**config.mk**
```make
export PLATFORM = sky130hd
export DESIGN_NAME = otpc_mem
export DESIGN_NICKNAME = d
export VERILOG_FILES = /design/src/hdl/otpc_pkg.sv /design/src/hdl/otpc_mem.sv
export SDC_FILE = /design/constraint.sdc
export NUM_CORES = 2
export LEC_CHECK = 0
export BUFFER_PORTS_ARGS = -buffer_cell sky130_fd_sc_hd__buf_2
export CAP_MARGIN = 15
export CORE_UTILIZATION = 45
export CTS_CLUSTER_DIAMETER = 60
export DETAILED_ROUTE_END_ITERATION = 16
export SLEW_MARGIN = 15
export SYNTH_ARGS = -nofsm -noshare
export SYNTH_HDL_FRONTEND = slang
export SYNTH_MEMORY_MAX_BITS = 65536
export SYNTH_SLANG_ARGS = --single-unit
```
**constraint.sdc**
```tcl
create_clock -name clk -period 7.3 [get_ports clk]
set_input_delay 0.73 -clock clk [delete_from_list [all_inputs] [get_ports clk]]
set_output_delay 0.73 -clock clk [all_outputs]
set_load 0.005 [all_outputs]
```
**src/hdl/otpc_pkg.sv**
```systemverilog
// otpc_pkg: shared types, offsets, record layout table and crc step
// for the calibration image check and repack unit; no dependencies
`timescale 1ns / 1ps
package otpc_pkg;

  localparam int IMAGE_BYTES = 622;
  localparam int AW          = 10;
  localparam int CW          = 6;
  localparam int WORD_BYTES  = 16;
  localparam int VB_W        = 5;

  localparam logic [AW-1:0] GRID_STRIDE = AW'(63);
  localparam logic [AW-1:0] GRID1_BASE  = AW'(81);
  localparam logic [AW-1:0] GRID2_BASE  = AW'(354);
  localparam logic [AW-1:0] LAST_POS    = AW'(IMAGE_BYTES - 1);

  localparam logic [5:0] FIX_HDR_LAST = 6'd20;
  localparam logic [5:0] FIX_MID      = 6'd21;
  localparam logic [5:0] FIX_LAST     = 6'd37;

  localparam logic [7:0] LIGHT_COUNT = 8'h02;

  typedef enum logic [2:0] {
    ST_OK, ST_MODULE, ST_FOCUS, ST_SRC1, ST_SRC2, ST_TOTAL, ST_CROSS, ST_FORMAT
  } status_t;

  typedef struct packed {
    status_t       status;
    logic [CW-1:0] cells;
  } chk_t;

  typedef struct packed {
    logic [AW-1:0] addr;
    logic          low2;
    logic          one;
  } fix_t;

  // fixed record bytes: header, source2 fraction, white-balance gains
  function automatic fix_t fix_entry(input logic [5:0] idx);
    fix_t f;
    f = '{addr: '0, low2: 1'b0, one: 1'b0};
    unique case (idx)
      6'd0:  f.addr = AW'(73);
      6'd1:  f.addr = AW'(74);
      6'd2:  f.one  = 1'b1;
      6'd3:  f.addr = AW'(52);
      6'd4:  f.addr = AW'(53);
      6'd5:  f.addr = AW'(57);
      6'd6:  f = '{addr: AW'(56), low2: 1'b1, one: 1'b0};
      6'd7:  f.addr = AW'(55);
      6'd8:  f = '{addr: AW'(54), low2: 1'b1, one: 1'b0};
      6'd9:  f.addr = AW'(55);
      6'd10: f = '{addr: AW'(54), low2: 1'b1, one: 1'b0};
      6'd11: f.addr = AW'(57);
      6'd12: f = '{addr: AW'(56), low2: 1'b1, one: 1'b0};
      6'd13: f.addr = AW'(75);
      6'd14: f.addr = AW'(76);
      6'd15: f.addr = AW'(349);
      6'd16: f.addr = AW'(77);
      6'd17: f.addr = AW'(350);
      6'd18: f.addr = AW'(78);
      6'd19: f.addr = AW'(79);
      6'd20: f.addr = AW'(80);
      6'd21: f.addr = AW'(353);
      6'd22: f.addr = AW'(333);
      6'd23: f.addr = AW'(334);
      6'd24: f.addr = AW'(606);
      6'd25: f.addr = AW'(607);
      6'd26: f.addr = AW'(335);
      6'd27: f.addr = AW'(336);
      6'd28: f.addr = AW'(608);
      6'd29: f.addr = AW'(609);
      6'd30: f.addr = AW'(337);
      6'd31: f.addr = AW'(338);
      6'd32: f.addr = AW'(610);
      6'd33: f.addr = AW'(611);
      6'd34: f.addr = AW'(339);
      6'd35: f.addr = AW'(340);
      6'd36: f.addr = AW'(612);
      6'd37: f.addr = AW'(613);
      default: f.addr = '0;
    endcase
    return f;
  endfunction

  // reflected crc-16, poly 0xa001, one byte
  function automatic logic [15:0] crc16_byte(input logic [15:0] c, input logic [7:0] b);
    logic [15:0] r;
    r = c ^ {8'h00, b};
    for (int k = 0; k < 8; k++) begin
      if (r[0]) r = (r >> 1) ^ 16'hA001;
      else r = r >> 1;
    end
    return r;
  endfunction

endpackage

```
**src/hdl/otpc_mem.sv**
```systemverilog
// otpc_mem: image byte store, one write port, one registered read port
// depends on otpc_pkg
`timescale 1ns / 1ps
module otpc_mem (
  input  logic                    clk,
  input  logic                    we,
  input  logic [otpc_pkg::AW-1:0] waddr,
  input  logic [7:0]              wdata,
  input  logic                    re,
  input  logic [otpc_pkg::AW-1:0] raddr,
  output logic [7:0]              rdata
);
  logic [7:0] mem_r [otpc_pkg::IMAGE_BYTES];
  logic [7:0] rdata_r;

  always_ff @(posedge clk) begin
    if (we) mem_r[waddr] <= wdata;
    if (re) rdata_r <= mem_r[raddr];
  end

  assign rdata = rdata_r;
endmodule

```
==> run summary <==
The largest stage delay on the critical path is 1.01 ns, and the post-synthesis register bit count is 4984. The detail route stage leaves a number of antenna-violating nets equal to 0. The internal portion of the total power is 0.0477 W. In this run the post-CTS setup repair buffer count came out at 0. The clock share of power is 0.434, and the worst-path maximum fanout is 49. The share of cells above drive strength 1 came out at 0.240. For this run, the detailed router's first-pass iteration total came to 6.

In this run the cell area of the synthesized design comes to 193000 µm². The tools report the I/O pin count as 39. The proportion of register bits with asynchronous set or reset after synthesis is 0, and the number of unique standard cell types used by synthesis is 63. Traced cell by cell, the critical path runs through buf_12 -> buf_12 -> buf_4 -> buf_4 -> mux4_2 -> nand2_1 -> nand2_1 -> a221oi_1 -> nand4_1 -> and4_1 -> a211o_1.

The largest voltage drop on the vdd net was 0.227 mV. TritonCTS built the clock tree. The fraction of power spent switching nets is 0.220, and the critical path data required time is 8.10 ns. The post-detailed-route via-to-cell ratio works out to 6.40. The measured slew at the worst slew-check pin is 1.48 ns, and the clock slew at the register clock pins of the worst setup and hold paths is 0.06 ns.

The first global-routing pass estimated 795 mm of wire. The design draws 0.0611 W. The number of synthesized flops with an enable pin works out to 4984.

Setup violations remaining at the end of the flow were counted as 0. The tools report the remaining max-slew budget at the tightest pin as 0.0127. The run gives 577 mm as the total wire length after detailed routing.

The region available for standard cell placement spans 427000 µm². The worst setup path is captured at a flop. In this design, the largest share of critical-path delay is due to buffers and inverters.

The flow ran to the end, and the final reports show no timing, DRC or antenna violations. The critical path contains buffers and inverters numbering 4 combined. The kind of path behind the tightest hold check was in2reg. The residual overflow from global routing came out at 0. After detailed routing, the average wire length per cell comes to 37.5 µm. The post-synthesis sequential area ratio came out at 0.775.

Synthesis produced 9050 cells. The part of the power in registers was 0.516; the number of pins with negative max-slew slack in the final report was 0. The slack of the critical path is 2.20 ns. The count of endpoints failing hold in the final timing report was 0.

The number of gates resized after CTS was 0. CTS placed an instance of clkbuf_16 at the clock tree root. The initial antenna violation count is 46. Port buffering added 38 buffers. The logs give 0 for the number of hold buffers added after cts and 97500 for the number of global-route vias before repair. For this design the total switching power over the nets is 0.0134 W. The tools report the standard-cell row count as 240. The final layout contains 9330 nets. Power spread over the standard cell area amounts to 281 nW/µm². The tools report the number of warning messages in the yosys log as 0. The final worst-path cycle share was 0.699; the initial core utilization was 0.452. For the maximum clock path buffer count, the log shows 4. In this run, the number of DRC markers left after iteration 0 of detailed routing was 15000. The post-synthesis average cell area was 21.4 µm². Counting I/O delays and the setup requirement, the final critical path takes 5.10 ns.

Timing would allow up to 196 MHz. By startpoint and endpoint, the worst setup path is classified as in2reg. The max capacitance violation total was 0. Synthesis produced a netlist with a net count of 9081. The combinational group share of total power came out at 0.050.

The overall routing resource usage was 0.264; the accumulated negative setup slack was 0 ns. The worst-path cell with the longest stage delay is a221oi_1. The largest net degree at the start of global routing is 195, and the worst setup skew after layout is 0.0684 ns. From bottom edge to top edge, the die measures 657 µm. The tools report the count of clock tree sinks as 4984.

The logs give 5.91 ns for the endpoint arrival time on the critical path and 6 for the maximum level of the CTS H-tree. The floorplan step defined a die boundary enclosing 432000 µm². The area growth from synthesis to layout is 12.6%. In this run the static leakage power is 66.7 nW. The final weighted congestion in routability-driven placement came out at 0.883.

Prior to clock tree synthesis, the placed netlist has a worst setup slack of 1.20 ns. Detailed placement ended at an HPWL of 351 mm. The main flop type after synthesis was edfxtp_1. Kind of start point of the critical path: an input pin. Counting the buffers created by CTS gives 521. The die span in x came out at 657 µm.

The detailed-route DRC error count was 0. For the worst-skew pair, the clock arrives at the later sink with an insertion delay of 1.06 ns. The count of vias placed by the detailed router is 98600. Setup repair after global routing left no endpoint under its margin.
path summary, 6_finish.rpt:
path,from,to,slack (ns),cells past startpoint
hold reg to reg,mem_r[86][2],rdata[2],1.22,7
hold / removal,wdata[1],mem_r[590][1],0.13,1
setup reg to reg,mem_r[41][2],rdata[2],3.55,7
setup / recovery,raddr[0],rdata[2],2.20,11
metrics by stage:
step	util	hold slack [ns]	cell area [µm²]	std cells
final	0.509	0.126	218000	15400
after detailed placement	0.469	1.19	201000	14500
after CTS	0.509	0.0771	217000	15400
after global placement	0.469	1.19	200000	14500
after floorplan	-	0.829	193000	9050
after global routing	0.509	0.105	218000	15400
area by class of cell:
class	count	area [µm²]
multi-input cells	3485	40900
diodes	27	67.6
fillers	33300	210000
clock inverters	288	3210
clock buffers	633	13700
well taps	5687	7120
inverters	7	48.8
repair buffers	300	2940
flip-flops and latches	4984	150000
sequential cells by signal, indices dropped and copies added, names as in the netlist:
register	flops
mem_r	4976
rdata	8
power by group through the flow:
stage / clock network (W) / logic, W / registers, W
3_5_place_dp: 0 / 0.00305 / 0.0321
6_report: 0.0265 / 0.00308 / 0.0315
5_1_grt: 0.0277 / 0.00316 / 0.0315
3_3_place_gp: 0 / 0.00300 / 0.0321
2_1_floorplan: 0 / 0.00149 / 0.0321
4_1_cts: 0.0267 / 0.00306 / 0.0315
cell usage in the layout, fill, tap and decap left out, types with 23 or more instances in the layout:
cell          n
a211oi_1     29
a21oi_1     115
a22oi_1     160
a31oi_1      36
a32oi_1      26
buf_12       50
buf_2        23
buf_4       212
bufinv_16    49
clkbuf_1    102
clkbuf_16   531
clkinv_1    109
clkinv_2     63
diode_2      27
edfxtp_1   4984
mux2_2       25
mux2i_1     290
mux4_2     1200
nand2_1     303
nand3_1      68
nand3_2      25
nor2_1      678
nor3_1       51
o21ai_0      44
o221ai_1     61
o22ai_1      83
cell usage after synthesis (all sizes together) (3+ instances only):
master / instances / area (µm²)
a211oi: 29 / 218
nor2: 692 / 2600
o211ai: 10 / 75.1
a2111oi: 12 / 105
o2111ai: 8 / 70.1
and3: 16 / 100
mux4: 1200 / 27000
nand4b: 4 / 35.0
o221ai: 61 / 534
or3: 7 / 43.8
a311o: 3 / 30.0
clkbuf: 243 / 913
o41ai: 3 / 26.3
a221oi: 14 / 123
a21oi: 115 / 576
a22oi: 160 / 1200
a31oi: 37 / 231
o311ai: 4 / 35.0
o31ai: 4 / 30.0
nor4: 17 / 106
nand2b: 11 / 68.8
buf: 331 / 2180
nor2b: 33 / 206
nand3: 101 / 505
or2: 6 / 37.5
a32oi: 26 / 228
nor3: 52 / 260
nand2: 305 / 1140
a22o: 14 / 123
mux2i: 291 / 2910
a311oi: 18 / 158
o21ai: 44 / 220
or4: 7 / 52.6
a2111o: 3 / 33.8
o22ai: 83 / 519
a221o: 6 / 60.1
and2: 17 / 106
mux2: 25 / 282
nor3b: 5 / 37.5
nand4: 19 / 119
a41oi: 4 / 35.0
inv: 7 / 26.3
edfxtp: 4984 / 150000
routing by layer:
metal / vias up / wire, µm / global-route usage
li1: 38500 / - / -
met1: 52900 / 220000 / 0.369
met2: 6086 / 268000 / 0.403
met3: 1094 / 62300 / 0.0606
met4: 24 / 27100 / 0.112
met5: - / 145 / 0
logic make-up (layout without fill, tap and decap cells):
logic type / after synthesis / after routing / share of synthesized area
buf+inv: 581 / 1228 / 0.0161
other cells: 0 / 27 / 0
flops: 4984 / 4984 / 0.775
mux: 1516 / 1516 / 0.156
simple gates: 1299 / 1299 / 0.0284
compound gates: 670 / 670 / 0.0245
Power figures use the tool's default switching activity.
