**src/hdl/otpc_pkg.sv**
```systemverilog
// otpc_pkg: shared types, offsets, record layout table and crc step
// for the calibration image check and repack unit; no dependencies
`timescale 1ns / 1ps
package otpc_pkg;

  localparam int IMAGE_BYTES = 622;
  localparam int AW          = 10;
  localparam int CW          = 6;
  localparam int WORD_BYTES  = 16;
  localparam int VB_W        = 5;

  localparam logic [AW-1:0] GRID_STRIDE = AW'(63);
  localparam logic [AW-1:0] GRID1_BASE  = AW'(81);
  localparam logic [AW-1:0] GRID2_BASE  = AW'(354);
  localparam logic [AW-1:0] LAST_POS    = AW'(IMAGE_BYTES - 1);

  localparam logic [5:0] FIX_HDR_LAST = 6'd20;
  localparam logic [5:0] FIX_MID      = 6'd21;
  localparam logic [5:0] FIX_LAST     = 6'd37;

  localparam logic [7:0] LIGHT_COUNT = 8'h02;

  typedef enum logic [2:0] {
    ST_OK, ST_MODULE, ST_FOCUS, ST_SRC1, ST_SRC2, ST_TOTAL, ST_CROSS, ST_FORMAT
  } status_t;

  typedef struct packed {
    status_t       status;
    logic [CW-1:0] cells;
  } chk_t;

  typedef struct packed {
    logic [AW-1:0] addr;
    logic          low2;
    logic          one;
  } fix_t;

  // fixed record bytes: header, source2 fraction, white-balance gains
  function automatic fix_t fix_entry(input logic [5:0] idx);
    fix_t f;
    f = '{addr: '0, low2: 1'b0, one: 1'b0};
    unique case (idx)
      6'd0:  f.addr = AW'(73);
      6'd1:  f.addr = AW'(74);
      6'd2:  f.one  = 1'b1;
      6'd3:  f.addr = AW'(52);
      6'd4:  f.addr = AW'(53);
      6'd5:  f.addr = AW'(57);
      6'd6:  f = '{addr: AW'(56), low2: 1'b1, one: 1'b0};
      6'd7:  f.addr = AW'(55);
      6'd8:  f = '{addr: AW'(54), low2: 1'b1, one: 1'b0};
      6'd9:  f.addr = AW'(55);
      6'd10: f = '{addr: AW'(54), low2: 1'b1, one: 1'b0};
      6'd11: f.addr = AW'(57);
      6'd12: f = '{addr: AW'(56), low2: 1'b1, one: 1'b0};
      6'd13: f.addr = AW'(75);
      6'd14: f.addr = AW'(76);
      6'd15: f.addr = AW'(349);
      6'd16: f.addr = AW'(77);
      6'd17: f.addr = AW'(350);
      6'd18: f.addr = AW'(78);
      6'd19: f.addr = AW'(79);
      6'd20: f.addr = AW'(80);
      6'd21: f.addr = AW'(353);
      6'd22: f.addr = AW'(333);
      6'd23: f.addr = AW'(334);
      6'd24: f.addr = AW'(606);
      6'd25: f.addr = AW'(607);
      6'd26: f.addr = AW'(335);
      6'd27: f.addr = AW'(336);
      6'd28: f.addr = AW'(608);
      6'd29: f.addr = AW'(609);
      6'd30: f.addr = AW'(337);
      6'd31: f.addr = AW'(338);
      6'd32: f.addr = AW'(610);
      6'd33: f.addr = AW'(611);
      6'd34: f.addr = AW'(339);
      6'd35: f.addr = AW'(340);
      6'd36: f.addr = AW'(612);
      6'd37: f.addr = AW'(613);
      default: f.addr = '0;
    endcase
    return f;
  endfunction

  // reflected crc-16, poly 0xa001, one byte
  function automatic logic [15:0] crc16_byte(input logic [15:0] c, input logic [7:0] b);
    logic [15:0] r;
    r = c ^ {8'h00, b};
    for (int k = 0; k < 8; k++) begin
      if (r[0]) r = (r >> 1) ^ 16'hA001;
      else r = r >> 1;
    end
    return r;
  endfunction

endpackage

```
**src/hdl/otpc_accum.sv**
```systemverilog
// otpc_accum: load position, section sums, checksum byte capture and checks
// depends on otpc_pkg
`timescale 1ns / 1ps
module otpc_accum #(
  parameter int GRID_CELLS = 63
) (
  input  logic                    clk,
  input  logic                    rst_n,
  input  logic                    take,
  input  logic [7:0]              byte_in,
  input  logic                    clr,
  output logic [otpc_pkg::AW-1:0] pos,
  output logic                    at_end,
  output otpc_pkg::chk_t          chk
);
  logic [otpc_pkg::AW-1:0] pos_r;
  logic [15:0] s_mod_r, s_foc_r, s_src1_r, s_src2_r, s_tot_r, s_crs_r;
  logic [7:0]  b48_r, b49_r, b70_r, b71_r, b343_r, b344_r, b616_r, b617_r;
  logic [7:0]  b618_r, b619_r, b620_r, b621_r, b75_r, b78_r, b79_r;
  logic [15:0] bx;
  logic [15:0] prod;

  assign bx     = {8'h00, byte_in};
  assign pos    = pos_r;
  assign at_end = (pos_r == otpc_pkg::LAST_POS);

  always_ff @(posedge clk) begin
    if (!rst_n || clr) begin
      s_mod_r  <= '0;
      s_foc_r  <= '0;
      s_src1_r <= '0;
      s_src2_r <= '0;
      s_tot_r  <= '0;
      s_crs_r  <= '0;
    end else if (take) begin
      if (pos_r < 10'd48) s_mod_r <= s_mod_r + bx;
      if (pos_r >= 10'd50 && pos_r <= 10'd69) s_foc_r <= s_foc_r + bx;
      if (pos_r >= 10'd72 && pos_r <= 10'd342) s_src1_r <= s_src1_r + bx;
      if (pos_r >= 10'd345 && pos_r <= 10'd617) s_src2_r <= s_src2_r + bx;
      if (pos_r < 10'd620) s_tot_r <= s_tot_r + bx;
      if ((pos_r >= 10'd51 && pos_r <= 10'd67) || (pos_r >= 10'd73 && pos_r <= 10'd340)
          || (pos_r >= 10'd346 && pos_r <= 10'd613))
        s_crs_r <= s_crs_r + bx;
    end
  end

  always_ff @(posedge clk) begin
    if (!rst_n) begin
      pos_r <= '0;
    end else if (take) begin
      pos_r <= at_end ? '0 : pos_r + 1'b1;
    end
  end

  always_ff @(posedge clk) begin
    if (take) begin
      unique case (pos_r)
        10'd48:  b48_r  <= byte_in;
        10'd49:  b49_r  <= byte_in;
        10'd70:  b70_r  <= byte_in;
        10'd71:  b71_r  <= byte_in;
        10'd75:  b75_r  <= byte_in;
        10'd78:  b78_r  <= byte_in;
        10'd79:  b79_r  <= byte_in;
        10'd343: b343_r <= byte_in;
        10'd344: b344_r <= byte_in;
        10'd616: b616_r <= byte_in;
        10'd617: b617_r <= byte_in;
        10'd618: b618_r <= byte_in;
        10'd619: b619_r <= byte_in;
        10'd620: b620_r <= byte_in;
        10'd621: b621_r <= byte_in;
        default: ;
      endcase
    end
  end

  assign prod = b78_r * b79_r;

  always_comb begin
    chk.cells = prod[otpc_pkg::CW-1:0];
    if (s_mod_r != {b48_r, b49_r})          chk.status = otpc_pkg::ST_MODULE;
    else if (s_foc_r != {b70_r, b71_r})     chk.status = otpc_pkg::ST_FOCUS;
    else if (s_src1_r != {b343_r, b344_r})  chk.status = otpc_pkg::ST_SRC1;
    else if (s_src2_r != {b618_r, b619_r})  chk.status = otpc_pkg::ST_SRC2;
    else if (s_tot_r != {b620_r, b621_r})   chk.status = otpc_pkg::ST_TOTAL;
    else if (s_crs_r != {b617_r, b616_r})   chk.status = otpc_pkg::ST_CROSS;
    else if (b75_r != otpc_pkg::LIGHT_COUNT || prod > 16'(GRID_CELLS))
      chk.status = otpc_pkg::ST_FORMAT;
    else chk.status = otpc_pkg::ST_OK;
  end
endmodule

```
**config.mk**
```make
export PLATFORM = sky130hd
export DESIGN_NAME = otpc_accum
export DESIGN_NICKNAME = d
export VERILOG_FILES = /design/src/hdl/otpc_pkg.sv /design/src/hdl/otpc_accum.sv
export SDC_FILE = /design/constraint.sdc
export NUM_CORES = 1
export LEC_CHECK = 0
export BUFFER_PORTS_ARGS = -buffer_cell sky130_fd_sc_hd__buf_4
export CORE_ASPECT_RATIO = 0.75
export CORE_UTILIZATION = 58
export DETAILED_ROUTE_END_ITERATION = 10
export PLACE_DENSITY = 0.72
export SLEW_MARGIN = 25
export SYNTH_ARGS = -nofsm -noshare
export SYNTH_HDL_FRONTEND = slang
export SYNTH_SLANG_ARGS = --single-unit
```
**constraint.sdc**
```tcl
create_clock -name clk -period 10.8 [get_ports clk]
set_clock_uncertainty 0.05 [all_clocks]
set_input_delay 1.08 -clock clk [delete_from_list [all_inputs] [get_ports clk]]
set_output_delay 1.08 -clock clk [all_outputs]
set_load 0.005 [all_outputs]
```
==> results.cfg <==
[worst_setup_path]
startpoint = b79_r[7]$_DFFE_PP_
critPathLaunchType = register
max_stage_delay_ns = 0.54
rr_startpoint = pos[6]$_SDFFE_PN0P_
criticalPathCategory = reg -> out
required_ns = 9.67
path_max_fanout = 8
arrival_ns = 5.78
crit_top_cell = fa_1
crit_chain = and2_1 > fa_1 > fa_1 > fa_1 > inv_1 > fa_1 > inv_1 > ha_1 > a21o_1 > a221oi_1 > nor2b_1 > a211o_1 > xor2_1 > nor4_1 > buf_4 > o21ai_1 > a221o_1 > buf_4
end_kind = output pin
worst_path_max_delay_cell = fa_1

[floorplanning]
start_util_pct = 60.1
ios = 32
die_area_sq_um = 23900
die_w_um = 178
die_height_um = 134
core_sq_um = 22500
rows = 47

[finish]
finalNetCount = 1492
final_cell_area_sq_um = 14700
diodes = 0
area_growth_pct = 9.15
num-fill-cells = 1788
final_cells = 1660
drive_above_1_share_pct = 7.39

[hold_path]
hold_start = s_mod_r[3]$_SDFFE_PP0P_
hp-class = reg -> reg

[global_route]
antenna_found_initial = 0
grt-ovfl-total = 0
grt_max_degree = 89
grt_pass1_wl_mm = 48.2
grt_pass1_vias = 9174
grt_usage_pct = 25.9

[yosys]
ys_async_sr_fraction_pct = 0
synth_area_leader_cell = edfxtp_1
synthTopCellsByArea = edfxtp_1 (27%), dfxtp_1 (16%), ha_1 (8.2%)
syn_area_sq_um = 13500
ys_types = 67
yosys_warnings = 0
synth-edff-count = 120
synth_cells = 1318
synth_seq_cells = 226
synthFlopType = edfxtp_1
synth_nets = 1461
yosysTopAreaCellShare_pct = 26.7
synth.yosys.seq_area_share_pct = 42.4
synthesis.area_per_instance_sq_um = 10.2

[status]
outcome = finished clean

[detailed_routing]
vias = 9484
via_per_inst = 5.71
drc = 0
drtPass1Iterations = 5
drt-initial-drc-count = 603
ant_nets = 0
wl_per_cell_um = 17.9
routed_wl_mm = 29.6

[clock_network]
cts_max_level = 1
clock_sinks = 226
cts_hold_buf = 0
cts.path.max_buffers = 3
clkTransAtPathRegs_ns = 0.06
clock-root-buffer = clkbuf_16
worstSkewPairLatency_ns = 0.53
cts_tree = done
numCtsBuffers = 23
cts_resized = 0
cts_setup_buffers = 0

[sta]
finalWorstSetupSlack_ns = 3.89
period_needed_ns = 6.91
rsz0062_at_grt = no
final_hold_viol_count = 0
worst_pin_slew_ns = 1.04
clock.fmax_ghz = 0.145
report.final.slew_viol_count = 0
slew_headroom_pct = 29.7
finalCritPeriodShare_pct = 63.9
setup_tns_ns = 0
setup_viol = 0

[power]
cellLeakagePower_uw = 0.00562
power.total_uw = 1750
max-vdd-ir-drop_mv = 0.143
p_per_area_nw_per_um2 = 119

[placed_design]
dp_cells = 1618
io_buffers = 31
pre_cts_ws_ns = 4.43
placed_cell_area_sq_um = 14000
dpl.hpwl_mm = 20.4
place_congestion = 0.854

[job]
cap_violations = 0
-- final timing paths --
path,to,slack (ns),cells past startpoint
setup / recovery,chk[6],3.89,18
hold / removal,s_mod_r[3]$_SDFFE_PP0P_,0.44,2
setup reg to reg,s_crs_r[10]$_SDFFE_PP0P_,7.72,7
hold reg to reg,s_mod_r[3]$_SDFFE_PP0P_,0.44,2
-- kinds of logic after synthesis --
family	count (synthesis)	share of synthesized area, %
XOR/XNOR	170	11.0
multiplexers	26	1.93
buffers and inverters	126	3.97
AND/OR/NAND/NOR	435	16.7
flip-flops	226	42.4
adder cells (fa/ha/maj)	131	14.5
AO/OA/AOI/OAI	204	9.48
-- layer usage --
layer / vias up / global-route usage (%) / routed length [um] / share of wire, %
li1: 4652 / - / - / -
met1: 4546 / 39.2 / 14600 / 49
met2: 242 / 39.1 / 12700 / 43
met3: 44 / 3.88 / 1680 / 5.7
met4: 0 / 5.74 / 621 / 2.1
met5: - / 0 / 0 / 0
-- worst max-delay path, delay by kind of cell (launching register included) --
kind	cells	cell delay (ns)
adder cells (fa/ha/maj)	5	2.48
AND/OR/NAND/NOR	3	0.46
AO/OA/AOI/OAI	5	1.22
flip-flops	1	0.50
buffers and inverters	4	0.42
XOR/XNOR	1	0.14
-- final cells by class --
cell class | instances | area, sq um | share of cell area [%]
Multi-Input combinational cell | 966 | 7300 | 49.5
Sequential cell | 226 | 5730 | 38.8
Clock buffer | 35 | 651 | 4.41
Tap cell | 294 | 368 | 2.50
Inverter | 92 | 345 | 2.34
Timing Repair Buffer | 40 | 300 | 2.04
Clock inverter | 7 | 56.3 | 0.382
-- state kept, by name, summed over array words and instances (netlist names) --
signal	flops
s_foc_r	16
b48_r	8
s_mod_r	16
b620_r	8
s_src1_r	16
b49_r	8
b621_r	8
s_tot_r	16
s_src2_r	16
b619_r	8
s_crs_r	16
b616_r	8
b71_r	8
b70_r	8
pos	10
b78_r	8
b75_r	8
b343_r	8
b79_r	8
b344_r	8
b618_r	8
b617_r	8
-- Yosys cell counts, types with 25 or more instances --
library cell  number
xnor2_1           93
inv_1             92
ha_1              89
dfxtp_1          106
xor2_1            77
and2_1            53
o21ai_0           46
mux2i_1           26
nor2_1           117
a21oi_1           73
nor2b_1           25
fa_1              42
edfxtp_1         120
nand2_1           82
-- power breakdown --
part	internal [uW]	switching, uW	leakage (uW)	total (uW)
logic	30.2	56.5	0.00334	86.7
clock network	420	335	0.000346	755
registers	906	4.78	0.00193	911
total	1360	396	0.00562	1750
-- stage by stage --
stage / util (%) / hold WS (ns)
4_1_cts: 65.6 / 0.440
5_1_grt: 65.6 / 0.456
6_report: 65.6 / 0.440
3_3_place_gp: 62.4 / 0.423
3_5_place_dp: 62.5 / 0.429
2_1_floorplan: - / 0.410
-- cell usage in the layout (no fill, tap or decap), types with 42 or more instances in the layout --
cell	instances
fa_1	42
xor2_1	77
xnor2_1	93
and2_1	53
inv_1	92
nand2_1	82
nor2_1	117
dfxtp_1	106
a21oi_1	73
ha_1	89
edfxtp_1	120
o21ai_0	46
Note: power is estimated with default switching activity, not from simulation.
