File: src/hdl/otpc_pkg.sv
// otpc_pkg: shared types, offsets, record layout table and crc step
// for the calibration image check and repack unit; no dependencies
`timescale 1ns / 1ps
package otpc_pkg;

  localparam int IMAGE_BYTES = 622;
  localparam int AW          = 10;
  localparam int CW          = 6;
  localparam int WORD_BYTES  = 16;
  localparam int VB_W        = 5;

  localparam logic [AW-1:0] GRID_STRIDE = AW'(63);
  localparam logic [AW-1:0] GRID1_BASE  = AW'(81);
  localparam logic [AW-1:0] GRID2_BASE  = AW'(354);
  localparam logic [AW-1:0] LAST_POS    = AW'(IMAGE_BYTES - 1);

  localparam logic [5:0] FIX_HDR_LAST = 6'd20;
  localparam logic [5:0] FIX_MID      = 6'd21;
  localparam logic [5:0] FIX_LAST     = 6'd37;

  localparam logic [7:0] LIGHT_COUNT = 8'h02;

  typedef enum logic [2:0] {
    ST_OK, ST_MODULE, ST_FOCUS, ST_SRC1, ST_SRC2, ST_TOTAL, ST_CROSS, ST_FORMAT
  } status_t;

  typedef struct packed {
    status_t       status;
    logic [CW-1:0] cells;
  } chk_t;

  typedef struct packed {
    logic [AW-1:0] addr;
    logic          low2;
    logic          one;
  } fix_t;

  // fixed record bytes: header, source2 fraction, white-balance gains
  function automatic fix_t fix_entry(input logic [5:0] idx);
    fix_t f;
    f = '{addr: '0, low2: 1'b0, one: 1'b0};
    unique case (idx)
      6'd0:  f.addr = AW'(73);
      6'd1:  f.addr = AW'(74);
      6'd2:  f.one  = 1'b1;
      6'd3:  f.addr = AW'(52);
      6'd4:  f.addr = AW'(53);
      6'd5:  f.addr = AW'(57);
      6'd6:  f = '{addr: AW'(56), low2: 1'b1, one: 1'b0};
      6'd7:  f.addr = AW'(55);
      6'd8:  f = '{addr: AW'(54), low2: 1'b1, one: 1'b0};
      6'd9:  f.addr = AW'(55);
      6'd10: f = '{addr: AW'(54), low2: 1'b1, one: 1'b0};
      6'd11: f.addr = AW'(57);
      6'd12: f = '{addr: AW'(56), low2: 1'b1, one: 1'b0};
      6'd13: f.addr = AW'(75);
      6'd14: f.addr = AW'(76);
      6'd15: f.addr = AW'(349);
      6'd16: f.addr = AW'(77);
      6'd17: f.addr = AW'(350);
      6'd18: f.addr = AW'(78);
      6'd19: f.addr = AW'(79);
      6'd20: f.addr = AW'(80);
      6'd21: f.addr = AW'(353);
      6'd22: f.addr = AW'(333);
      6'd23: f.addr = AW'(334);
      6'd24: f.addr = AW'(606);
      6'd25: f.addr = AW'(607);
      6'd26: f.addr = AW'(335);
      6'd27: f.addr = AW'(336);
      6'd28: f.addr = AW'(608);
      6'd29: f.addr = AW'(609);
      6'd30: f.addr = AW'(337);
      6'd31: f.addr = AW'(338);
      6'd32: f.addr = AW'(610);
      6'd33: f.addr = AW'(611);
      6'd34: f.addr = AW'(339);
      6'd35: f.addr = AW'(340);
      6'd36: f.addr = AW'(612);
      6'd37: f.addr = AW'(613);
      default: f.addr = '0;
    endcase
    return f;
  endfunction

  // reflected crc-16, poly 0xa001, one byte
  function automatic logic [15:0] crc16_byte(input logic [15:0] c, input logic [7:0] b);
    logic [15:0] r;
    r = c ^ {8'h00, b};
    for (int k = 0; k < 8; k++) begin
      if (r[0]) r = (r >> 1) ^ 16'hA001;
      else r = r >> 1;
    end
    return r;
  endfunction

endpackage

File: src/hdl/otpc_if.sv


interface otpc_out_if;
  logic        valid;
  logic        ready;
  logic [63:0] word_low;
  logic [63:0] word_high;
  logic [4:0]  valid_bytes;
  logic [2:0]  status;
  logic        last;
  modport source (output valid, output word_low, output word_high, output valid_bytes,
                  output status, output last, input ready);
  modport sink (input valid, input word_low, input word_high, input valid_bytes,
                input status, input last, output ready);
endinterface

File: src/hdl/otpc_repack.sv
// otpc_repack: sequencer that walks the store, builds record words and crc
// depends on otpc_pkg and otpc_if
`timescale 1ns / 1ps
module otpc_repack (
  input  logic                    clk,
  input  logic                    rst_n,
  input  logic                    img_done,
  input  otpc_pkg::chk_t          chk,
  output logic                    clr_sums,
  output logic                    in_ready,
  output logic                    rd_en,
  output logic [otpc_pkg::AW-1:0] rd_addr,
  input  logic [7:0]              rd_data,
  otpc_out_if.source              out_ch
);
  typedef enum logic [2:0] {S_LOAD, S_CHECK, S_ERR, S_READ, S_BYTE, S_EMIT} state_t;
  typedef enum logic [2:0] {P_HDR, P_GRID1, P_MID, P_GRID2, P_GAIN, P_CRC} phase_t;

  state_t                  st_r;
  phase_t                  ph_r;
  logic [5:0]              fix_r;
  logic [otpc_pkg::CW-1:0] cell_r, cells_r;
  logic [1:0]              chan_r;
  logic [otpc_pkg::AW-1:0] gaddr_r, cbase_r;
  logic [15:0]             crc_r;
  logic                    crcsel_r;
  logic [15:0][7:0]        buf_r;
  logic [otpc_pkg::VB_W-1:0] cnt_r;
  logic                    last_r;
  otpc_pkg::status_t       err_st_r;
  logic                    ov_r, olast_r;
  logic [63:0]             olo_r, ohi_r;
  logic [otpc_pkg::VB_W-1:0] ovb_r;
  otpc_pkg::status_t       ost_r;

  otpc_pkg::fix_t fe;
  logic           is_grid, out_free, lastb, ov_set;
  logic [7:0]     bval;

  assign fe       = otpc_pkg::fix_entry(fix_r);
  assign is_grid  = (ph_r == P_GRID1) || (ph_r == P_GRID2);
  assign rd_addr  = is_grid ? gaddr_r : fe.addr;
  assign rd_en    = (st_r == S_READ);
  assign in_ready = (st_r == S_LOAD);
  assign clr_sums = (st_r == S_CHECK);
  assign out_free = !ov_r || out_ch.ready;
  assign lastb    = (ph_r == P_CRC) && crcsel_r;
  assign ov_set   = ((st_r == S_ERR) || (st_r == S_EMIT)) && out_free;

  always_comb begin
    if (is_grid) bval = rd_data;
    else if (ph_r == P_CRC) bval = crcsel_r ? crc_r[15:8] : crc_r[7:0];
    else if (fe.one) bval = 8'h01;
    else if (fe.low2) bval = {6'b0, rd_data[1:0]};
    else bval = rd_data;
  end

  always_ff @(posedge clk) begin
    if (!rst_n) begin
      st_r    <= S_LOAD;
      ph_r    <= P_HDR;
      fix_r   <= '0;
      cnt_r   <= '0;
      last_r  <= 1'b0;
      ov_r    <= 1'b0;
      ost_r   <= otpc_pkg::ST_OK;
      ovb_r   <= '0;
      olast_r <= 1'b0;
    end else begin
      ov_r <= ov_set || (ov_r && !out_ch.ready);
      unique case (st_r)
        S_LOAD: begin
          if (img_done) st_r <= S_CHECK;
        end
        S_CHECK: begin
          cells_r  <= chk.cells;
          err_st_r <= chk.status;
          ph_r     <= P_HDR;
          fix_r    <= '0;
          crc_r    <= '0;
          crcsel_r <= 1'b0;
          cnt_r    <= '0;
          buf_r    <= '0;
          last_r   <= 1'b0;
          st_r     <= (chk.status != otpc_pkg::ST_OK) ? S_ERR : S_READ;
        end
        S_ERR: begin
          if (out_free) begin
            olo_r   <= '0;
            ohi_r   <= '0;
            ovb_r   <= '0;
            ost_r   <= err_st_r;
            olast_r <= 1'b1;
            st_r    <= S_LOAD;
          end
        end
        S_READ: begin
          st_r <= S_BYTE;
        end
        S_BYTE: begin
          buf_r[cnt_r[3:0]] <= bval;
          cnt_r <= cnt_r + 1'b1;
          if (ph_r != P_CRC) crc_r <= otpc_pkg::crc16_byte(crc_r, bval);
          if (cnt_r == otpc_pkg::VB_W'(otpc_pkg::WORD_BYTES - 1) || lastb) begin
            last_r <= lastb;
            st_r   <= S_EMIT;
          end else begin
            st_r <= S_READ;
          end
          unique case (ph_r)
            P_HDR, P_MID: begin
              fix_r   <= fix_r + 1'b1;
              gaddr_r <= (ph_r == P_HDR) ? otpc_pkg::GRID1_BASE : otpc_pkg::GRID2_BASE;
              cbase_r <= (ph_r == P_HDR) ? otpc_pkg::GRID1_BASE : otpc_pkg::GRID2_BASE;
              cell_r  <= '0;
              chan_r  <= '0;
              if (fix_r == otpc_pkg::FIX_HDR_LAST)
                ph_r <= (cells_r == '0) ? P_MID : P_GRID1;
              else if (fix_r == otpc_pkg::FIX_MID)
                ph_r <= (cells_r == '0) ? P_GAIN : P_GRID2;
            end
            P_GRID1, P_GRID2: begin
              gaddr_r <= gaddr_r + 1'b1;
              cell_r  <= cell_r + 1'b1;
              if (cell_r == cells_r - 1'b1) begin
                cell_r <= '0;
                if (chan_r == 2'd3) begin
                  ph_r <= (ph_r == P_GRID1) ? P_MID : P_GAIN;
                end else begin
                  chan_r  <= chan_r + 1'b1;
                  gaddr_r <= cbase_r + otpc_pkg::GRID_STRIDE;
                  cbase_r <= cbase_r + otpc_pkg::GRID_STRIDE;
                end
              end
            end
            P_GAIN: begin
              fix_r <= fix_r + 1'b1;
              if (fix_r == otpc_pkg::FIX_LAST) begin
                ph_r     <= P_CRC;
                crcsel_r <= 1'b0;
              end
            end
            P_CRC: crcsel_r <= 1'b1;
            default: ;
          endcase
        end
        S_EMIT: begin
          if (out_free) begin
            olo_r   <= buf_r[7:0];
            ohi_r   <= buf_r[15:8];
            ovb_r   <= cnt_r;
            ost_r   <= otpc_pkg::ST_OK;
            olast_r <= last_r;
            buf_r   <= '0;
            cnt_r   <= '0;
            st_r    <= last_r ? S_LOAD : S_READ;
          end
        end
        default: st_r <= S_LOAD;
      endcase
    end
  end

  assign out_ch.valid       = ov_r;
  assign out_ch.word_low    = olo_r;
  assign out_ch.word_high   = ohi_r;
  assign out_ch.valid_bytes = ovb_r;
  assign out_ch.status      = ost_r;
  assign out_ch.last        = olast_r;

  a_cnt_range: assert property (@(posedge clk) disable iff (!rst_n)
    cnt_r <= otpc_pkg::VB_W'(otpc_pkg::WORD_BYTES))
    else $error("word byte count out of range");
  a_last_is_crc: assert property (@(posedge clk) disable iff (!rst_n)
    (st_r == S_EMIT && last_r) |-> ph_r == P_CRC)
    else $error("final word emitted before crc");
  a_err_word: assert property (@(posedge clk) disable iff (!rst_n)
    (ov_r && ost_r != otpc_pkg::ST_OK) |-> (ovb_r == '0 && olast_r))
    else $error("error result carries bytes");
  a_fix_range: assert property (@(posedge clk) disable iff (!rst_n)
    (st_r == S_READ) |-> fix_r <= otpc_pkg::FIX_LAST + 6'd1)
    else $error("fixed byte index past table");
endmodule
File: src/flat_wrapper.sv
// flat-port wrapper written by rule: the top's interface ports become plain ports
module otpc_repack_flat 
  (clk, rst_n, img_done, chk, clr_sums, in_ready, rd_en, rd_addr, rd_data, out_ch_valid, out_ch_word_low, out_ch_word_high, out_ch_valid_bytes, out_ch_status, out_ch_last, out_ch_ready);
  otpc_out_if out_ch_i ();
  input  logic clk;
  input  logic rst_n;
  input  logic img_done;
  input  otpc_pkg::chk_t chk;
  output logic clr_sums;
  output logic in_ready;
  output logic rd_en;
  output logic [otpc_pkg::AW-1:0] rd_addr;
  input  logic [7:0] rd_data;
  output wire logic [$bits(out_ch_i.valid)-1:0] out_ch_valid;
  output wire logic [$bits(out_ch_i.word_low)-1:0] out_ch_word_low;
  output wire logic [$bits(out_ch_i.word_high)-1:0] out_ch_word_high;
  output wire logic [$bits(out_ch_i.valid_bytes)-1:0] out_ch_valid_bytes;
  output wire logic [$bits(out_ch_i.status)-1:0] out_ch_status;
  output wire logic [$bits(out_ch_i.last)-1:0] out_ch_last;
  input wire logic [$bits(out_ch_i.ready)-1:0] out_ch_ready;
  assign out_ch_valid = out_ch_i.valid;
  assign out_ch_word_low = out_ch_i.word_low;
  assign out_ch_word_high = out_ch_i.word_high;
  assign out_ch_valid_bytes = out_ch_i.valid_bytes;
  assign out_ch_status = out_ch_i.status;
  assign out_ch_last = out_ch_i.last;
  assign out_ch_i.ready = out_ch_ready;
  otpc_repack u_core (.clk(clk), .rst_n(rst_n), .img_done(img_done), .chk(chk), .clr_sums(clr_sums), .in_ready(in_ready), .rd_en(rd_en), .rd_addr(rd_addr), .rd_data(rd_data), .out_ch(out_ch_i));
endmodule
File: config.mk
export PLATFORM = sky130hd
export DESIGN_NAME = otpc_repack_flat
export DESIGN_NICKNAME = d
export VERILOG_FILES = /design/src/hdl/otpc_pkg.sv /design/src/hdl/otpc_if.sv /design/src/hdl/otpc_repack.sv /design/src/flat_wrapper.sv
export SDC_FILE = /design/constraint.sdc
export NUM_CORES = 1
export LEC_CHECK = 0
export ABC_AREA = 1
export BUFFER_PORTS_ARGS = -buffer_cell sky130_fd_sc_hd__buf_4
export CAP_MARGIN = 20
export CORE_MARGIN = 1
export CORE_UTILIZATION = 64
export DETAILED_ROUTE_END_ITERATION = 8
export PLACE_DENSITY = 0.86
export SYNTH_ARGS = -nofsm -noshare
export SYNTH_HDL_FRONTEND = slang
export SYNTH_SLANG_ARGS = --single-unit
File: constraint.sdc
create_clock -name clk -period 19.73 [get_ports clk]
set_input_delay 2.9595 -clock clk [delete_from_list [all_inputs] [get_ports clk]]
set_output_delay 2.9595 -clock clk [all_outputs]
set_load 0.05 [all_outputs]
==> results of run 1 <==
## metal layers
layer	routed length, um	up-vias
li1	-	5811
met1	14700	5699
met2	18000	662
met3	3260	90
met4	1150	0
met5	0	-
## stage by stage
step	util	total power, mW	hold WS (ns)
floorplan	-	0.928	0.445
global placement	0.719	0.962	0.461
detailed placement	0.719	0.966	0.469
CTS	0.765	1.61	0.488
global route	0.766	1.65	0.521
finish	0.766	1.60	0.487
## report_power, final
part / total, mW / internal (mW) / leakage, nW / switching (mW)
registers: 0.815 / 0.804 / 3.09 / 0.0111
logic: 0.139 / 0.0322 / 4.79 / 0.107
clock network: 0.650 / 0.383 / 0.547 / 0.267
## state kept, by name (all words and copies together), names as in the netlist, 6 cells and up
name                     cells
u_core.gaddr_r              10
u_core.cbase_r              10
u_core.crc_r                16
u_core.cells_r               6
u_core.fix_r                 6
u_core.buf_r               128
u_core.out_ch.word_high     64
u_core.cell_r                6
u_core.out_ch.word_low      64
## cell families after synthesis
group	share of synthesized area
AND/OR/NAND/NOR	0.134
buffers and inverters	0.0989
AO/OA/AOI/OAI	0.124
XOR/XNOR	0.0137
flip-flops	0.617
adder cells (fa/ha/maj)	0.0125
## critical path, cell delays in order (launching register included)
cell and delay [ns]:
dfxtp_1 0.36, inv_1 0.12, ha_1 0.25, inv_1 0.19, nor2_4 0.08, o31ai_1 0.29, o311ai_0 0.23, nor2_1 0.12
o311ai_0 0.17, o31ai_1 0.23, o21ai_0 0.12, buf_4 0.21
## how the worst min path moves through the flow
stage / startpoint / endpoint / cells past startpoint / slack [ns]
after CTS: u_core.out_ch.valid_bytes[1]$_SDFFE_PN0P_ / u_core.out_ch.valid_bytes[1]$_SDFFE_PN0P_ / 2 / 0.49
after global routing: u_core.out_ch.valid_bytes[1]$_SDFFE_PN0P_ / u_core.out_ch.valid_bytes[1]$_SDFFE_PN0P_ / 2 / 0.52
after floorplan: u_core.cnt_r[4]$_SDFFE_PN0P_ / u_core.out_ch.valid_bytes[4]$_SDFFE_PN0P_ / 2 / 0.45
after detailed placement: u_core.out_ch.valid_bytes[1]$_SDFFE_PN0P_ / u_core.out_ch.valid_bytes[1]$_SDFFE_PN0P_ / 2 / 0.47
after global placement: u_core.out_ch.valid_bytes[1]$_SDFFE_PN0P_ / u_core.out_ch.valid_bytes[1]$_SDFFE_PN0P_ / 2 / 0.46
final: u_core.out_ch.valid_bytes[1]$_SDFFE_PN0P_ / u_core.out_ch.valid_bytes[1]$_SDFFE_PN0P_ / 2 / 0.49
## cell usage after synthesis (all sizes together)
cell type  instances  share of area
buf                5         0.0018
nor2             239          0.057
ha                16          0.013
o22ai              2        0.00078
nand2            160          0.043
o21ai            181          0.057
nor3b              5         0.0023
or2                3         0.0012
o31ai              5         0.0023
o311ai             2         0.0011
inv              352          0.083
clkbuf            59          0.014
dfxtp             28          0.035
a211oi             2        0.00094
nand4              5         0.0020
nand3             51          0.018
o2111ai            2         0.0011
nor4               2        0.00078
clkinv             3        0.00070
o211ai             2         0.0013
o21bai             1        0.00047
nor4b              2         0.0011
xor2              19          0.010
a31oi              3         0.0012
nor3              20         0.0063
o21a               2        0.00094
a21oi            176          0.056
a311oi             1        0.00055
a32o               1        0.00063
or3                1        0.00039
nand3b             3         0.0016
xnor2              6         0.0033
edfxtp           310           0.58
a21o               1        0.00047
## cell type report
class                      count  area [um^2]
inverter                     355         1340
fill                        1583         5710
clock buffer                  46          958
tap                          324          405
sequential                   338         9870
timing repair buffer         181         1380
multi-input combinational    913         4580
clock inverter                14          158
==> out/qor.csv, run 1 <==
metric;value;unit
drive_gt1_frac;0.150;
setup_viol;0;
pre_cts_ws;14.34;ns
max_cap_violations;0;
tightest_slew;1.00;ns
firstDrtPassIters;7;
layout_common_cells;inv_1, edfxtp_1, nor2_1;
clk_latency;0.51;ns
max-vdd-ir-drop;0.0000649;V
critPathKind;register to output pin;
cts.path.max_buffers;3;
wl_per_cell;17.1;um
power.density;85.9;nW/um^2
wirelength;37.1;mm
tritoncts;built;
rsz0062_at_grt;false;
numCtsBuffers;35;
die_w;160;um
seq_area_frac_synth;0.617;
detail-route-antenna-nets;0;
grt_max_degree;111;
required;16.77;ns
die_area;25600;um^2
grt_pass1_wl;58.5;mm
rows;57;
ys_seq_elements;338;
start_util;0.656;
critPathLaunchType;register;
synth_area;16000;um^2
use_met1;0.389;
hold_path_class;register to register;
worstSetupEndpoint;rd_addr[6];
tns;0;ns
vias_per_cell;5.65;
period_needed;5.83;ns
fin_crit_sh;0.296;
portBuffers;171;
gp_congestion;0.907;
ctsHoldBuffers;0;
final_nets;1861;
ff2ff_path_depth;9;
syn-num-nets;1707;
slew_headroom;0.333;
vias;12300;
grt_use_total;0.289;
grt_pass1_vias;11600;
die_h;160;um
final.setup.worst_slack;13.90;ns
htreeDepth;2;
grt_antenna_before_repair;0;
top_usage_layer;met2;
p_leak;8.43;nW
grt_use_met3;0.0452;
postCtsSetupBuffers;0;
post-route-cell-area;18700;um^2
netlist_instances;1670;
coreArea;24400;um^2
slew_violations;0;
syn2layout_area_growth;16.8;%
r2r_end;u_core.crc_r[0]$_SDFFCE_PN0P_;
postPlaceCellArea;17500;um^2
route.detailed.drc;0;
cts_resized;0;
overflow;0;
fin_cells;2171;
endpoint_kind;output pin;
drtIter0Drc;1265;
critPathArrivalTime;2.87;ns
n_antenna_cell;0;
synthDistinctLibCells;45;
reg2reg_from;u_core.ph_r[0]$_SDFFE_PN0P_;
critPathLaunch;u_core.fix_r[0]$_SDFFE_PN0P_;
dp_hpwl;24.1;mm
cts.sink_count;338;
io_pins;172;
worstPathMaxFanout;5;
dp_cells;2110;
hold_violations;0;
yosys_warnings;0;
postSynthAreaPerCell;9.58;um^2
fmax;0.171;GHz
grt_use_met2;0.477;
rrSetupSlack;16.50;ns
cts_root_buf;clkbuf_16;
status;complete, no violations;
clkTransAtPathRegs;0.06;ns
final_common_cell;inv_1;
finClkSkew;0.0182;ns
(Power assumes the default switching activity.)
==> inputs of run 2 (changes only) <==
Settings changed: ABC_AREA 1 to 0, CORE_UTILIZATION 64 to 53, PLACE_DENSITY 0.86 to 0.76.
Clock period 19.73 ns to 4.71 ns, I/O delays scaled along.
==> run 2 against run 1 <==
Against the previous run: core utilization shrank 13 points; first-iteration DRC count shrank 21%; power grew to 4.1 times the previous value; hold slack lost 0.11 ns; count of clock-buffer cells in the layout shrank 3; die area grew 19%; sequential share of layout area grew 0.80 points; synthesized area shrank 1.6%; wire length shrank 1.6%; sequential cell count is the same; worst setup slack lost 13 ns; via count shrank 9.3%.
==> out/qor.csv, run 2 <==
metric;value;unit
ff2ff_path_depth;8;
numCtsBuffers;35;
layout_common_cells;edfxtp_1, nor2_1, buf_4;
firstDrtPassIters;5;
postSynthAreaPerCell;11.5;um^2
n_antenna_cell;0;
max_stage_delay;0.41;ns
yosysTopAreaCell;edfxtp_1;
largest_reg_flops;128;
final.setup.worst_slack;0.432;ns
dp_cells;1840;
max-vdd-ir-drop;0.000213;V
detail-route-antenna-nets;0;
drtIter0Drc;1004;
hold_violations;0;
synth_area;15700;um^2
period_needed;4.28;ns
critPathKind;register to output pin;
vias_per_cell;5.84;
post-route-cell-area;18400;um^2
seq_area_frac_synth;0.627;
netlist_instances;1370;
yosys-top-cells-area;edfxtp_1, and3_1, nor2_1;
rows;62;
synth_edf_count;310;
required;4.00;ns
die_area;30400;um^2
reg2reg_from;u_core.ph_r[0]$_SDFFE_PN0P_;
slowest_stage;dfxtp_1;
final_nets;1531;
regMostFlops;u_core.buf_r;
portBuffers;171;
synthFlopType;edfxtp_1;
slew_violations;0;
grt_pass1_wl;57.6;mm
whs_path_depth;1;
synth_commonest_cells;edfxtp_1, nor2_1, and3_1;
synthDistinctLibCells;66;
io_pins;172;
overflow;0;
gp_congestion;0.863;
r2r_end;u_core.crc_r[0]$_SDFFCE_PN0P_;
yosys_warnings;0;
finClkSkew;0.0299;ns
fmax;0.234;GHz
critPathLaunchType;register;
worstPathMaxFanout;10;
status;complete, no violations;
clkTransAtPathRegs;0.06;ns
max_cap_violations;0;
yosysMostFrequentCell;edfxtp_1;
endpoint_kind;output pin;
fin_cells;1904;
dp_hpwl;23.4;mm
vias;11100;
pre_cts_ws;1.01;ns
die_w;174;um
htreeDepth;2;
critPathTopFamily;compound AO/OA/AOI/OAI gates;
grt_antenna_before_repair;0;
coreArea;28900;um^2
die_h;174;um
grt_max_degree;141;
drive_gt1_frac;0.174;
grt_use_total;0.238;
tightest_slew;1.06;ns
worstSetupEndpoint;rd_addr[5];
tritoncts;built;
final_common_cell;edfxtp_1;
cts.path.max_buffers;3;
synth_top_area_frac;0.591;
route.detailed.drc;0;
slew_headroom;0.293;
worst-path-stages;11;
grt_pass1_vias;10500;
cts_resized;0;
ctsHoldBuffers;0;
setup_viol;0;
critPathArrivalTime;3.57;ns
path_cells;inv_1 > ha_1 > or2_2 > o211ai_1 > nand3b_1 > a311oi_1 > o31ai_1 > a2111o_1 > o21a_1 > a22o_1 > buf_4;
postPlaceCellArea;17300;um^2
ys_seq_elements;338;
rsz0062_at_grt;false;
postCtsSetupBuffers;0;
syn-num-nets;1407;
wl_per_cell;19.2;um
syn2layout_area_growth;16.9;%
p_leak;7.13;nW
critPathLaunch;u_core.fix_r[0]$_SDFFE_PN0P_;
power.density;362;nW/um^2
critPathBufInv;2;
start_util;0.544;
fin_hold_ws;0.375;ns
async_reset_ff_frac;0;
tns;0;ns
clk_latency;0.53;ns
cts.sink_count;338;
rrSetupSlack;1.16;ns
cts_root_buf;clkbuf_16;
hold_path_class;input port to register;
fin_crit_sh;0.908;
wirelength;36.5;mm
## run 2: cell count changes after synthesis, sizes merged, moves of 13 or more
cell    before  now
o21ai      181   31
nor2b        0   13
nor2       239  225
inv        352   20
clkbuf      59   90
a211oi       2   99
and3         0  136
and2         0   27
nand3       51   20
nand2      160   80
xnor2        6   30
a21oi      176   84
## run 2: worst min-delay path by stage
stage / startpoint / end
2_1_floorplan: u_core.last_r$_SDFFE_PN0P_ / u_core.out_ch.last$_SDFFE_PN0P_
6_report: chk[5] / u_core.cells_r[5]$_DFFE_PP_
5_1_grt: chk[3] / u_core.cells_r[3]$_DFFE_PP_
3_3_place_gp: u_core.out_ch.status[0]$_SDFFE_PN0P_ / u_core.out_ch.status[0]$_SDFFE_PN0P_
4_1_cts: chk[5] / u_core.cells_r[5]$_DFFE_PP_
3_5_place_dp: u_core.out_ch.status[0]$_SDFFE_PN0P_ / u_core.out_ch.status[0]$_SDFFE_PN0P_
## run 2: area by class of cell
class	count	area (um^2)
fill	2224	10500
sequential	338	9870
multi-input combinational	906	5420
timing repair buffer	192	1500
clock buffer	43	927
tap	384	480
clock inverter	20	138
inverter	21	78.8
## run 2: logic make-up after synthesis
family | after synthesis | synth area share
compound gates | 274 | 0.118
xor+xnor | 55 | 0.0348
fa+ha+maj | 16 | 0.0127
buf+inv | 126 | 0.0322
flops | 338 | 0.627
mux | 7 | 0.00445
simple gates | 554 | 0.171
## run 2: worst register-to-register path, stage by stage, from the launching register on
cell and delay [ns]:
dfxtp_1 0.63, nand3b_1 0.66, nand3b_1 0.30, a21oi_1 0.07, a311oi_1 0.49, xnor2_1 0.20
xnor3_2 0.49, xor3_1 0.41, nor2_1 0.04
## run 2: metrics by stage
| stage | total power, mW | utilization |
|---|---|---|
| floorplan | 3.93 | - |
| global placement | 4.12 | 0.599 |
| detailed placement | 4.13 | 0.599 |
| CTS | 6.68 | 0.635 |
| global route | 6.84 | 0.636 |
| finish | 6.66 | 0.636 |
## run 2: power breakdown
| group | internal (mW) | switching (mW) | leakage (nW) |
|---|---|---|---|
| registers | 3.39 | 0.0612 | 3.15 |
| logic | 0.179 | 0.439 | 3.46 |
| clock network | 1.46 | 1.13 | 0.526 |
## run 2: per-layer routing
metal	part of all wire	track usage
met1	0.44	0.340
met4	0.023	0.0709
met2	0.47	0.378
met3	0.065	0.0354
met5	0	0
